<file path="src/emrg_pkg.sv">
// Shared types, constants and helpers of the maze row generator.
`default_nettype none

package emrg_pkg;

  // Column count and derived widths
  localparam int unsigned MaxWidth = 32;
  localparam int unsigned IdxW     = $clog2(MaxWidth);
  localparam int unsigned LabW     = IdxW + 1;
  localparam int unsigned CfgW     = 6;
  localparam int unsigned DataW    = 64;

  localparam logic [CfgW-1:0] WidthRst = CfgW'(MaxWidth);
  localparam logic [CfgW-1:0] WidthMin = CfgW'(2);
  localparam logic [CfgW-1:0] WidthMax = CfgW'(MaxWidth);

  // Operation broadcast to every cell
  typedef enum logic [2:0] {
    OP_NONE,
    OP_START,
    OP_VERT,
    OP_HORZ,
    OP_COMP
  } op_e;

  // Sequencer states
  typedef enum logic [2:0] {
    ST_IDLE,
    ST_START,
    ST_VERT,
    ST_HORZ,
    ST_COMP,
    ST_OUT
  } st_e;

  // Sequencer controls toward the datapath
  typedef struct packed {
    op_e  op;
    logic run;
    logic inject;
    logic load;
  } ctl_t;

  // Relabel request raised by the active cell
  typedef struct packed {
    logic            hit;
    logic [LabW-1:0] src_lab;
    logic [LabW-1:0] dst_lab;
  } bc_t;

  // Command seen by all cells in one cycle
  typedef struct packed {
    op_e             op;
    logic            run;
    logic            first;
    logic            last;
    logic            hit;
    logic [LabW-1:0] src_lab;
    logic [LabW-1:0] dst_lab;
  } cmd_t;

  // Limit the programmed width to the usable range
  function automatic logic [CfgW-1:0] clamp_width(input logic [CfgW-1:0] w);
    logic [CfgW-1:0] r;
    r = w;
    if (w < WidthMin) r = WidthMin;
    if (w > WidthMax) r = WidthMax;
    return r;
  endfunction

endpackage

`default_nettype wire

</file>
<file path="src/emrg_cell.sv">
// One column cell: holds the column's set label and its opening bits.
`default_nettype none

module emrg_cell (
  input  logic                      clk_i,
  input  logic                      rst_ni,
  input  emrg_pkg::cmd_t            cmd_i,
  input  logic [emrg_pkg::IdxW-1:0] idx_i,
  input  logic                      used_i,
  input  logic                      is_last_i,
  input  logic                      down_bit_i,
  input  logic                      join_bit_i,
  input  logic                      tok_i,
  input  logic                      open_i,
  input  logic [emrg_pkg::LabW-1:0] nbr_lab_i,
  output logic                      tok_o,
  output logic                      open_o,
  output logic [emrg_pkg::LabW-1:0] lab_o,
  output logic                      keep_o,
  output logic                      join_o,
  output emrg_pkg::bc_t             bc_o
);
  import emrg_pkg::*;

  logic            tok_q;
  logic            open_q, open_d;
  logic            done_q, done_d;
  logic [LabW-1:0] lab_q, lab_d;
  logic            keep_q, keep_d;
  logic            join_q, join_d;

  logic            active, differ, run_end, take;
  logic            vert_act, horz_act, join_req, comp_act, matched;
  logic [LabW-1:0] own_lab, fresh_lab;

  assign own_lab   = {1'b0, idx_i};
  assign fresh_lab = {1'b1, idx_i};

  // Decide this cell's action and the next label
  always_comb begin
    active   = tok_q & used_i;
    differ   = (lab_q != nbr_lab_i);
    run_end  = is_last_i | differ;
    take     = down_bit_i | (run_end & ~open_i);
    vert_act = active & (cmd_i.op == OP_VERT);
    horz_act = active & ~is_last_i & (cmd_i.op == OP_HORZ);
    join_req = horz_act & differ & (join_bit_i | cmd_i.last);
    comp_act = active & ~done_q & (cmd_i.op == OP_COMP);
    matched  = cmd_i.hit & (lab_q == cmd_i.src_lab);

    // raise a relabel request: a join pulls the right set into ours,
    // compaction renames our set to this column index
    bc_o = '0;
    if (join_req) begin
      bc_o = '{hit: 1'b1, src_lab: nbr_lab_i, dst_lab: lab_q};
    end else if (comp_act) begin
      bc_o = '{hit: 1'b1, src_lab: lab_q, dst_lab: own_lab};
    end

    // a run stays open until its end column
    open_d = vert_act & ~run_end & (open_i | take);

    lab_d  = lab_q;
    keep_d = keep_q;
    join_d = join_q;
    done_d = done_q;
    case (cmd_i.op)
      OP_START: begin
        done_d = 1'b0;
        join_d = 1'b0;
        if (cmd_i.first | ~used_i) begin
          lab_d  = own_lab;
          keep_d = 1'b0;
        end
      end
      OP_VERT: begin
        if (vert_act) begin
          keep_d = take;
          if (!take) lab_d = fresh_lab;
        end
      end
      OP_HORZ: begin
        if (join_req) join_d = 1'b1;
        // merge only within the used columns
        if (matched & used_i) lab_d = cmd_i.dst_lab;
      end
      OP_COMP: begin
        if (matched & ~done_q) begin
          lab_d  = cmd_i.dst_lab;
          done_d = 1'b1;
        end
      end
      default: ;
    endcase
  end

  // Pass the token and the open-run flag to the right neighbor
  always_ff @(posedge clk_i or negedge rst_ni) begin
    if (!rst_ni) begin
      tok_q  <= 1'b0;
      open_q <= 1'b0;
      done_q <= 1'b0;
    end else begin
      tok_q  <= cmd_i.run & tok_i;
      open_q <= open_d;
      done_q <= done_d;
    end
  end

  // Hold label and opening bits
  always_ff @(posedge clk_i) begin
    lab_q  <= lab_d;
    keep_q <= keep_d;
    join_q <= join_d;
  end

  assign tok_o  = tok_q;
  assign open_o = open_q;
  assign lab_o  = lab_q;
  assign keep_o = keep_q;
  assign join_o = join_q;

endmodule

`default_nettype wire

</file>
<file path="src/emrg_ctrl.sv">
// Row sequencer: walks the token through the vertical, join and compaction passes.
`default_nettype none

module emrg_ctrl (
  input  logic                      clk_i,
  input  logic                      rst_ni,
  input  logic                      start_i,
  input  logic                      first_i,
  input  logic [emrg_pkg::CfgW-1:0] w_i,
  input  logic                      out_free_i,
  output emrg_pkg::ctl_t            ctl_o,
  output logic                      idle_o
);
  import emrg_pkg::*;

  st_e             st_q, st_d;
  logic [IdxW-1:0] cnt_q, cnt_d;
  logic [CfgW-1:0] w_m1;
  logic            at_m1;

  assign w_m1  = w_i - CfgW'(1);
  assign at_m1 = (cnt_q == w_m1[IdxW-1:0]);

  // Next state and controls
  always_comb begin
    st_d   = st_q;
    cnt_d  = cnt_q;
    ctl_o  = '{op: OP_NONE, run: 1'b0, inject: 1'b0, load: 1'b0};
    idle_o = 1'b0;
    case (st_q)
      ST_IDLE: begin
        idle_o = 1'b1;
        if (start_i) st_d = ST_START;
      end
      ST_START: begin
        ctl_o.op     = OP_START;
        ctl_o.run    = 1'b1;
        ctl_o.inject = 1'b1;
        cnt_d        = '0;
        st_d         = first_i ? ST_HORZ : ST_VERT;
      end
      ST_VERT: begin
        ctl_o.op  = OP_VERT;
        ctl_o.run = 1'b1;
        cnt_d     = cnt_q + IdxW'(1);
        if (at_m1) begin
          ctl_o.inject = 1'b1;
          cnt_d        = '0;
          st_d         = ST_HORZ;
        end
      end
      ST_HORZ: begin
        // walk all used columns so the token leaves the row before compaction
        ctl_o.op  = OP_HORZ;
        ctl_o.run = 1'b1;
        cnt_d     = cnt_q + IdxW'(1);
        if (at_m1) begin
          ctl_o.inject = 1'b1;
          cnt_d        = '0;
          st_d         = ST_COMP;
        end
      end
      ST_COMP: begin
        ctl_o.op  = OP_COMP;
        ctl_o.run = 1'b1;
        cnt_d     = cnt_q + IdxW'(1);
        if (at_m1) begin
          cnt_d = '0;
          st_d  = ST_OUT;
        end
      end
      ST_OUT: begin
        if (out_free_i) begin
          ctl_o.load = 1'b1;
          st_d       = ST_IDLE;
        end
      end
      default: st_d = ST_IDLE;
    endcase
  end

  // State and column counter
  always_ff @(posedge clk_i or negedge rst_ni) begin
    if (!rst_ni) begin
      st_q  <= ST_IDLE;
      cnt_q <= '0;
    end else begin
      st_q  <= st_d;
      cnt_q <= cnt_d;
    end
  end

endmodule

`default_nettype wire

</file>
<file path="src/eller_maze_row_generator.sv">
// Eller maze row generator top level: stream ports, width register and cell row.
// Each input beat carries one row's random bits and yields one output beat with
// that row's up openings and side openings. A row of column cells holds the set
// labels; a token walks across the used columns up to three times per row (vertical
// openings, side joins with set merging, label compaction), one column a cycle;
// the first row of a maze skips the vertical pass. The next beat is taken in the
// cycle after the result is loaded into the output register, even if the sink
// has not yet taken it; only one row is in work at a time, and a stalled sink
// holds a finished row until the output register frees up. The user must write
// the width only while the block is idle; the block itself does not enforce this.
`default_nettype none

module eller_maze_row_generator (
  input  logic                         clk_i,
  input  logic                         rst_ni,
  // config: used column count
  input  logic                         cfg_we_i,
  input  logic [emrg_pkg::CfgW-1:0]    cfg_wdata_i,
  // input row
  input  logic                         s_axis_tvalid_i,
  output logic                         s_axis_tready_o,
  input  logic [emrg_pkg::DataW-1:0]   s_axis_tdata_i,  // down_random[31:0], join_random[62:32]
  input  logic                         s_axis_tlast_i,  // last_row
  // result row
  output logic                         m_axis_tvalid_o,
  input  logic                         m_axis_tready_i,
  output logic [emrg_pkg::DataW-1:0]   m_axis_tdata_o,  // down_open[31:0], join_open[62:32]
  output logic                         m_axis_tuser_o   // was_first_row
);
  import emrg_pkg::*;

  logic                  s_acc, idle, out_free;
  logic [CfgW-1:0]       width_q;
  logic                  at_first_q;
  logic [MaxWidth-1:0]   down_q;
  logic [MaxWidth-2:0]   join_in_q;
  logic                  last_q, first_q;
  logic [CfgW-1:0]       w_q;

  logic                  m_valid_q;
  logic [DataW-1:0]      m_data_q;
  logic                  m_user_q;

  ctl_t                  ctl;
  cmd_t                  cmd;
  bc_t                   bc_any;
  bc_t                   bc_w   [MaxWidth];
  logic [LabW-1:0]       lab_w  [MaxWidth];
  logic [MaxWidth-1:0]   tok_w, open_w, keep_w, join_w, used_w, is_last_w;

  assign s_acc           = s_axis_tvalid_i & s_axis_tready_o;
  assign s_axis_tready_o = idle;
  assign out_free        = ~m_valid_q | m_axis_tready_i;

  // Width register and first-row flag
  always_ff @(posedge clk_i or negedge rst_ni) begin
    if (!rst_ni) begin
      width_q    <= WidthRst;
      at_first_q <= 1'b1;
    end else begin
      if (cfg_we_i) width_q <= cfg_wdata_i;
      if (s_acc) at_first_q <= s_axis_tlast_i;
    end
  end

  // Capture the accepted beat
  always_ff @(posedge clk_i) begin
    if (s_acc) begin
      down_q    <= s_axis_tdata_i[MaxWidth-1:0];
      join_in_q <= s_axis_tdata_i[2*MaxWidth-2:MaxWidth];
      last_q    <= s_axis_tlast_i;
      first_q   <= at_first_q;
      w_q       <= clamp_width(width_q);
    end
  end

  emrg_ctrl u_ctrl (
    .clk_i      (clk_i),
    .rst_ni     (rst_ni),
    .start_i    (s_acc),
    .first_i    (first_q),
    .w_i        (w_q),
    .out_free_i (out_free),
    .ctl_o      (ctl),
    .idle_o     (idle)
  );

  // Gather the request of the active cell
  always_comb begin
    bc_any = '0;
    for (int j = 0; j < MaxWidth; j++) begin
      bc_any = bc_t'(bc_any | bc_w[j]);
    end
  end

  // Broadcast command
  always_comb begin
    cmd.op      = ctl.op;
    cmd.run     = ctl.run;
    cmd.first   = first_q;
    cmd.last    = last_q;
    cmd.hit     = bc_any.hit;
    cmd.src_lab = bc_any.src_lab;
    cmd.dst_lab = bc_any.dst_lab;
  end

  // Row of column cells
  for (genvar j = 0; j < MaxWidth; j++) begin : g_cell
    logic            tok_in, open_in, join_bit;
    logic [LabW-1:0] nbr_lab;

    assign used_w[j]    = (CfgW'(j) < w_q);
    assign is_last_w[j] = (CfgW'(j) == CfgW'(w_q - CfgW'(1)));

    if (j == 0) begin : g_head
      assign tok_in  = ctl.inject;
      assign open_in = 1'b0;
    end else begin : g_body
      assign tok_in  = tok_w[j-1];
      assign open_in = open_w[j-1];
    end

    if (j == MaxWidth - 1) begin : g_tail
      assign nbr_lab  = '0;
      assign join_bit = 1'b0;
    end else begin : g_inner
      assign nbr_lab  = lab_w[j+1];
      assign join_bit = join_in_q[j];
    end

    emrg_cell u_cell (
      .clk_i      (clk_i),
      .rst_ni     (rst_ni),
      .cmd_i      (cmd),
      .idx_i      (IdxW'(j)),
      .used_i     (used_w[j]),
      .is_last_i  (is_last_w[j]),
      .down_bit_i (down_q[j]),
      .join_bit_i (join_bit),
      .tok_i      (tok_in),
      .open_i     (open_in),
      .nbr_lab_i  (nbr_lab),
      .tok_o      (tok_w[j]),
      .open_o     (open_w[j]),
      .lab_o      (lab_w[j]),
      .keep_o     (keep_w[j]),
      .join_o     (join_w[j]),
      .bc_o       (bc_w[j])
    );
  end

  // Output register valid
  always_ff @(posedge clk_i or negedge rst_ni) begin
    if (!rst_ni) begin
      m_valid_q <= 1'b0;
    end else if (ctl.load) begin
      m_valid_q <= 1'b1;
    end else if (m_axis_tready_i) begin
      m_valid_q <= 1'b0;
    end
  end

  // Output register payload
  always_ff @(posedge clk_i) begin
    if (ctl.load) begin
      m_data_q <= {1'b0, join_w[MaxWidth-2:0], keep_w};
      m_user_q <= first_q;
    end
  end

  assign m_axis_tvalid_o = m_valid_q;
  assign m_axis_tdata_o  = m_data_q;
  assign m_axis_tuser_o  = m_user_q;

endmodule

`default_nettype wire

</file>
<file path="config.mk">
export PLATFORM = sky130hd
export DESIGN_NAME = eller_maze_row_generator
export DESIGN_NICKNAME = d
export VERILOG_FILES = /design/src/emrg_pkg.sv /design/src/emrg_cell.sv /design/src/emrg_ctrl.sv /design/src/eller_maze_row_generator.sv
export SDC_FILE = /design/constraint.sdc
export NUM_CORES = 1
export LEC_CHECK = 0
export BUFFER_PORTS_ARGS = -buffer_cell sky130_fd_sc_hd__buf_4
export CORE_ASPECT_RATIO = 0.7
export CORE_UTILIZATION = 45
export DETAILED_ROUTE_END_ITERATION = 16
export SLEW_MARGIN = 20
export SYNTH_ARGS = -nofsm -noshare
export SYNTH_HDL_FRONTEND = slang
export SYNTH_HIERARCHICAL = 1
export SYNTH_SLANG_ARGS = --single-unit
export TNS_END_PERCENT = 100
</file>
<file path="constraint.sdc">
create_clock -name clk_i -period 8.4 [get_ports clk_i]
set_clock_uncertainty 0.05 [all_clocks]
set_input_delay 2.1 -clock clk_i [delete_from_list [all_inputs] [get_ports clk_i]]
set_output_delay 2.1 -clock clk_i [all_outputs]
set_load 0.02 [all_outputs]
</file>
==> flow_summary.json, run 1 <==
{
  "fin_nets": 3765,
  "firstDrtPassIters": 6,
  "clockBufferDepth": 3,
  "drv_cap": 0,
  "fillers": 6933,
  "path_clk_slew_ns": 0.07,
  "start_util_pct": 45.49,
  "core_area_um2": 76890,
  "pwr-share-clk_pct": 13.9,
  "crit_chain": "or2_1, nor2_1, nand2_1, o2111ai_1, a211oi_2, a22o_1, nor4_1, nand4_1, or2_4, xor2_1, nor3_1, a21oi_1, a211oi_1",
  "total_power_mw": 18.36,
  "post_cts_resized": 0,
  "slowest_delay_ns": 0.90,
  "path_class": "reg -> reg",
  "cts_buffers": 54,
  "p_seq_share_pct": 29.2,
  "path_max_fanout": 32,
  "worst_setup_path_start_kind": "flop",
  "finalNonFillerCells": 4776,
  "grt_pass1_wl_um": 177000,
  "finalSetupViolations": 0,
  "slew_violations": 0,
  "crit_buf_inv": 0,
  "area_growth_pct": 14.15,
  "wire_per_inst_um": 24.94,
  "num_vias": 28810,
  "peakVddDrop_uv": 561.4,
  "die-area_um2": 78870,
  "cts_root_buffer": "clkbuf_16",
  "overflow": 0,
  "switching_share_pct": 49.23,
  "grt_max_degree": 117,
  "max_slew.worst_pin.slew_ns": 1.209,
  "h-tree-depth": 2,
  "placed_cell_area_um2": 38050,
  "p_leak_nw": 15.33,
  "fin_hold_ws_ns": 0.3575,
  "post_cts_buffers": 0,
  "pwr_density_cell_nw_per_um2": 459.8,
  "min_path_type": "reg -> reg",
  "gp_congestion": 0.9632,
  "place_inst": 4675,
  "grtUsageTotal_pct": 29.69,
  "relSlewSlack_pct": 18.92,
  "cp-end-kind": "flop",
  "synth_warnings": 6,
  "syn_inst": 3267,
  "drc_errors": 0,
  "totalWireLength_um": 119100,
  "drt-vias-per-instance": 6.033,
  "final_common_cell": "edfxtp_1",
  "crit_slowest_cell": "a211oi_1",
  "fmax_mhz": 145.4,
  "p_int_mw": 9.323,
  "place_hpwl_um": 78440,
  "antennaDiodeCount": 0,
  "drive_above_1_share_pct": 22.86,
  "io_pins": 143,
  "drtIter0Drc": 3140,
  "mappedNetlistArea_um2": 34980,
  "hold_violations": 0,
  "combPwrFrac_pct": 56.9,
  "period_share_pct": 81.86,
  "status": "completed",
  "final_cell_mix": "390 x edfxtp_1, 336 x conb_1, 290 x xor2_1",
  "die_h_um": 235.3,
  "synth_area_per_cell_um2": 10.71,
  "rsz0062_at_grt": "false",
  "ant_nets": 0,
  "final_area_um2": 39930,
  "crit_family": "simple AND/OR/NAND/NOR gates",
  "die_x_um": 335.2,
  "cp.required_ns": 8.61,
  "tns_ns": 0,
  "rows": 85,
  "postCtsHoldBufs": 0,
  "antenna_found_initial": 6,
  "cts_tree": "built",
  "crit_arrival_ns": 7.08,
  "p_sw_mw": 9.039,
  "port_buffers": 140,
  "min_period_ns": 6.877,
  "clk_latency_ns": 0.65,
  "clock-sinks": 501,
  "first_global_vias": 26970
}
[flip-flops by register name (all words and copies together), names as in the netlist]
| signal | cells |
|---|---|
| last_q | 1 |
| m_axis_tuser_o | 1 |
| u_ctrl/cnt_q | 5 |
| join_in_q | 31 |
| m_axis_tvalid_o | 1 |
| width_q | 6 |
| u_ctrl/st_q | 3 |
| first_q | 1 |
| g_cell.u_cell/done_q | 32 |
| g_cell.u_cell/join_o | 31 |
| m_axis_tdata_o | 63 |
| g_cell.u_cell/open_o | 31 |
| down_q | 32 |
| g_cell.u_cell/keep_o | 32 |
| g_cell.u_cell/tok_o | 32 |
| w_q | 6 |
| at_first_q | 1 |
| g_cell.u_cell/lab_o | 192 |
[worst register-to-register path: cells and delay by family (launching register included)]
| kind | cells | cell delay [ns] |
|---|---|---|
| AOI/OAI and AO/OA | 5 | 1.73 |
| xor gates and xnor gates | 1 | 0.29 |
| DFF | 1 | 0.67 |
| and+or+nand+nor | 7 | 3.77 |
[stage by stage]
| step | util (%) | setup WS, ns |
|---|---|---|
| global route | 51.93 | 1.102 |
| global placement | 49.47 | 1.827 |
| finish | 51.93 | 1.523 |
| detailed placement | 49.48 | 1.640 |
| CTS | 51.89 | 1.625 |
| floorplan | - | 0.5150 |
[layout make-up]
| cell class | count | area, um^2 | area share [%] |
|---|---|---|---|
| clock inverters | 35 | 384.1 | 0.9620 |
| well taps | 1044 | 1306 | 3.271 |
| inverters | 141 | 529.3 | 1.325 |
| repair buffers | 205 | 1655 | 4.146 |
| flip-flops and latches | 501 | 14490 | 36.29 |
| clock buffers | 66 | 1468 | 3.676 |
| multi-input cells | 2784 | 20100 | 50.33 |
[power by group through the flow]
stage,registers [mW],clock network [mW],logic [mW]
2_1_floorplan,4.80,0,7.30
3_3_place_gp,5.35,0,10.0
3_5_place_dp,5.36,0,10.2
4_1_cts,5.31,2.60,10.3
5_1_grt,5.43,2.68,11.2
6_report,5.35,2.56,10.5
[final timing paths]
path	startpoint	endpoint	slack [ns]	cells after the start
max	w_q[2]$_SDFFCE_PP0P_	g_cell[4].u_cell/lab_o[1]$_DFFE_PP_	1.52	13
min	g_cell[27].u_cell/join_o$_DFFE_PP_	m_axis_tdata_o[59]$_DFFE_PP_	0.36	0
max reg2reg	w_q[2]$_SDFFCE_PP0P_	g_cell[4].u_cell/lab_o[1]$_DFFE_PP_	1.52	13
min reg2reg	g_cell[27].u_cell/join_o$_DFFE_PP_	m_axis_tdata_o[59]$_DFFE_PP_	0.36	0
max in group asynchronous	rst_ni	g_cell[10].u_cell/open_o$_DFF_PN0_	5.48	2
min in group asynchronous	rst_ni	g_cell[19].u_cell/done_q$_DFFE_PN0P_	1.49	1
[layer usage]
layer	GRT usage, %	up-vias	share of wire, %
li1	-	13170	-
met4	8.468	4	2.9
met3	6.582	205	9.3
met2	43.16	1367	43
met5	0	-	0.014
met1	43.90	14070	45
No activity file was read; power rests on OpenSTA's default activity.
==> run 2, diff against run 1 <==
ABC_AREA = 1   (was default)
clock period = 6 ns   (was 8.4 ns; I/O delays follow)
==> run 2 against run 1 <==
  * Power increased by 7.8%
  * Wire length increased by 10%
  * Combinational power decreased by 18%
  * Die area increased by 7.8%
  * Non-clock buffer count increased by 20
  * Cell count increased by 54%
  * Utilization increased by 0.058 points
  * Critical endpoint is now g_cell[1].u_cell/lab_o[3]$_DFFE_PP_
==> flow_summary.json, run 2 <==
{
  "area_growth_pct": 13.96,
  "num_vias": 37230,
  "postCtsHoldBufs": 0,
  "crit_family": "simple AND/OR/NAND/NOR gates",
  "total_power_mw": 19.79,
  "p_leak_nw": 20.85,
  "ant_nets": 0,
  "status": "completed",
  "hp-start": "g_cell[13].u_cell/keep_o$_SDFFCE_PP0P_",
  "totalWireLength_um": 131100,
  "synth_warnings": 6,
  "final_area_um2": 42990,
  "crit_buf_inv": 4,
  "hold_violations": 0,
  "crit_slowest_cell": "edfxtp_1",
  "min_period_ns": 5.598,
  "largest_reg_flops": 192,
  "drive_above_1_share_pct": 9.743,
  "final_cell_mix": "1894 x nand2_1, 1241 x inv_1, 522 x nor2_1",
  "peakVddDrop_uv": 311.7,
  "r2r_setup_slack_ns": 0.40,
  "io_pins": 143,
  "post_cts_resized": 0,
  "grt_max_degree": 77,
  "clock-sinks": 501,
  "drv_cap": 0,
  "slowest_delay_ns": 0.67,
  "antennaDiodeCount": 0,
  "pwr_density_cell_nw_per_um2": 460.4,
  "firstDrtPassIters": 6,
  "tns_ns": 0,
  "first_global_vias": 32080,
  "mappedNetlistArea_um2": 37720,
  "fin_nets": 6263,
  "holdPathEnd": "m_axis_tdata_o[13]$_DFFE_PP_",
  "cts_root_buffer": "clkbuf_16",
  "overflow": 0,
  "fillers": 8422,
  "final-seq-area_um2": 14490,
  "grtUsageTotal_pct": 30.37,
  "final_common_cell": "nand2_1",
  "cp.required_ns": 6.31,
  "die_h_um": 244.2,
  "die_x_um": 348.1,
  "cp-end-kind": "flop",
  "port_buffers": 140,
  "multi_input_area_um2": 18300,
  "core_area_um2": 82690,
  "gp_congestion": 0.9914,
  "finalSetupViolations": 0,
  "antenna_found_initial": 7,
  "reg2reg_to": "g_cell[1].u_cell/lab_o[3]$_DFFE_PP_",
  "drc_errors": 0,
  "post_cts_buffers": 0,
  "fmax_mhz": 178.6,
  "rr_startpoint": "w_q[1]$_SDFFCE_PP0P_",
  "syn_inst": 5827,
  "h-tree-depth": 2,
  "period_share_pct": 93.31,
  "drt-vias-per-instance": 5.061,
  "slew_violations": 0,
  "rsz0062_at_grt": "false",
  "crit_arrival_ns": 5.91,
  "cts_buffers": 54,
  "rows": 88,
  "cp_common_cell": "nand2_1",
  "max_slew.worst_pin.slew_ns": 1.200,
  "relSlewSlack_pct": 19.18,
  "min_path_type": "reg -> reg",
  "wire_per_inst_um": 17.83,
  "die-area_um2": 85010,
  "placed_cell_area_um2": 41030,
  "worst_setup_path_start_kind": "flop",
  "cts_tree": "built",
  "clk_latency_ns": 0.65,
  "hold_depth": 0,
  "path_max_fanout": 23,
  "path_class": "reg -> reg",
  "grt_pass1_wl_um": 195000,
  "start_util_pct": 45.62,
  "path_clk_slew_ns": 0.07,
  "place_hpwl_um": 97900,
  "r2r_cells": 26,
  "synth_area_per_cell_um2": 6.474,
  "clockBufferDepth": 3,
  "drtIter0Drc": 4586
}
run 2: metal layers:
metal / GRT usage, % / wire (um)
met1: 49.31 / 64260
met2: 39.70 / 48640
met3: 6.473 / 15260
met4: 6.997 / 2978
met5: 0 / 0
run 2: how the worst max path moves through the flow:
stage / start / cells past startpoint / endpoint
6_report: w_q[1]$_SDFFCE_PP0P_ / 26 / g_cell[1].u_cell/lab_o[3]$_DFFE_PP_
5_1_grt: w_q[1]$_SDFFCE_PP0P_ / 26 / g_cell[13].u_cell/lab_o[4]$_DFFE_PP_
4_1_cts: w_q[1]$_SDFFCE_PP0P_ / 26 / g_cell[1].u_cell/lab_o[2]$_DFFE_PP_
3_5_place_dp: w_q[1]$_SDFFCE_PP0P_ / 26 / g_cell[1].u_cell/lab_o[3]$_DFFE_PP_
3_3_place_gp: w_q[1]$_SDFFCE_PP0P_ / 26 / g_cell[1].u_cell/lab_o[1]$_DFFE_PP_
2_1_floorplan: u_ctrl/st_q[2]$_DFFE_PN0P_ / 22 / g_cell[0].u_cell/lab_o[0]$_DFFE_PP_
run 2: cell type report:
cell class	instances	share of cell area, %
Multi-Input combinational cell	4089	42.56
Inverter	1314	11.48
Clock buffer	68	3.507
Timing Repair Buffer	225	4.404
Clock inverter	33	1.057
Sequential cell	501	33.71
Tap cell	1125	3.274
run 2: metrics by stage:
step                      cells  setup WS, ns  util, %  hold slack, ns
after floorplan            6006        0.2216        -          0.3503
after global placement     7254        0.7630    49.62          0.3519
after detailed placement   7254        0.7126    49.62          0.3552
after CTS                  7355        0.6801    51.99          0.3701
after global routing       7355      0.008267    51.99          0.3742
final                      7355        0.4016    51.99          0.3688
run 2: power breakdown:
| group | total, mW | switching [mW] | leakage [nW] | internal (mW) |
|---|---|---|---|---|
| Sequential | 7.36 | 1.76 | 5.20 | 5.61 |
| Combinational | 8.63 | 5.93 | 14.7 | 2.70 |
| Clock | 3.80 | 1.55 | 0.960 | 2.25 |
| Total | 19.8 | 9.24 | 20.8 | 10.6 |
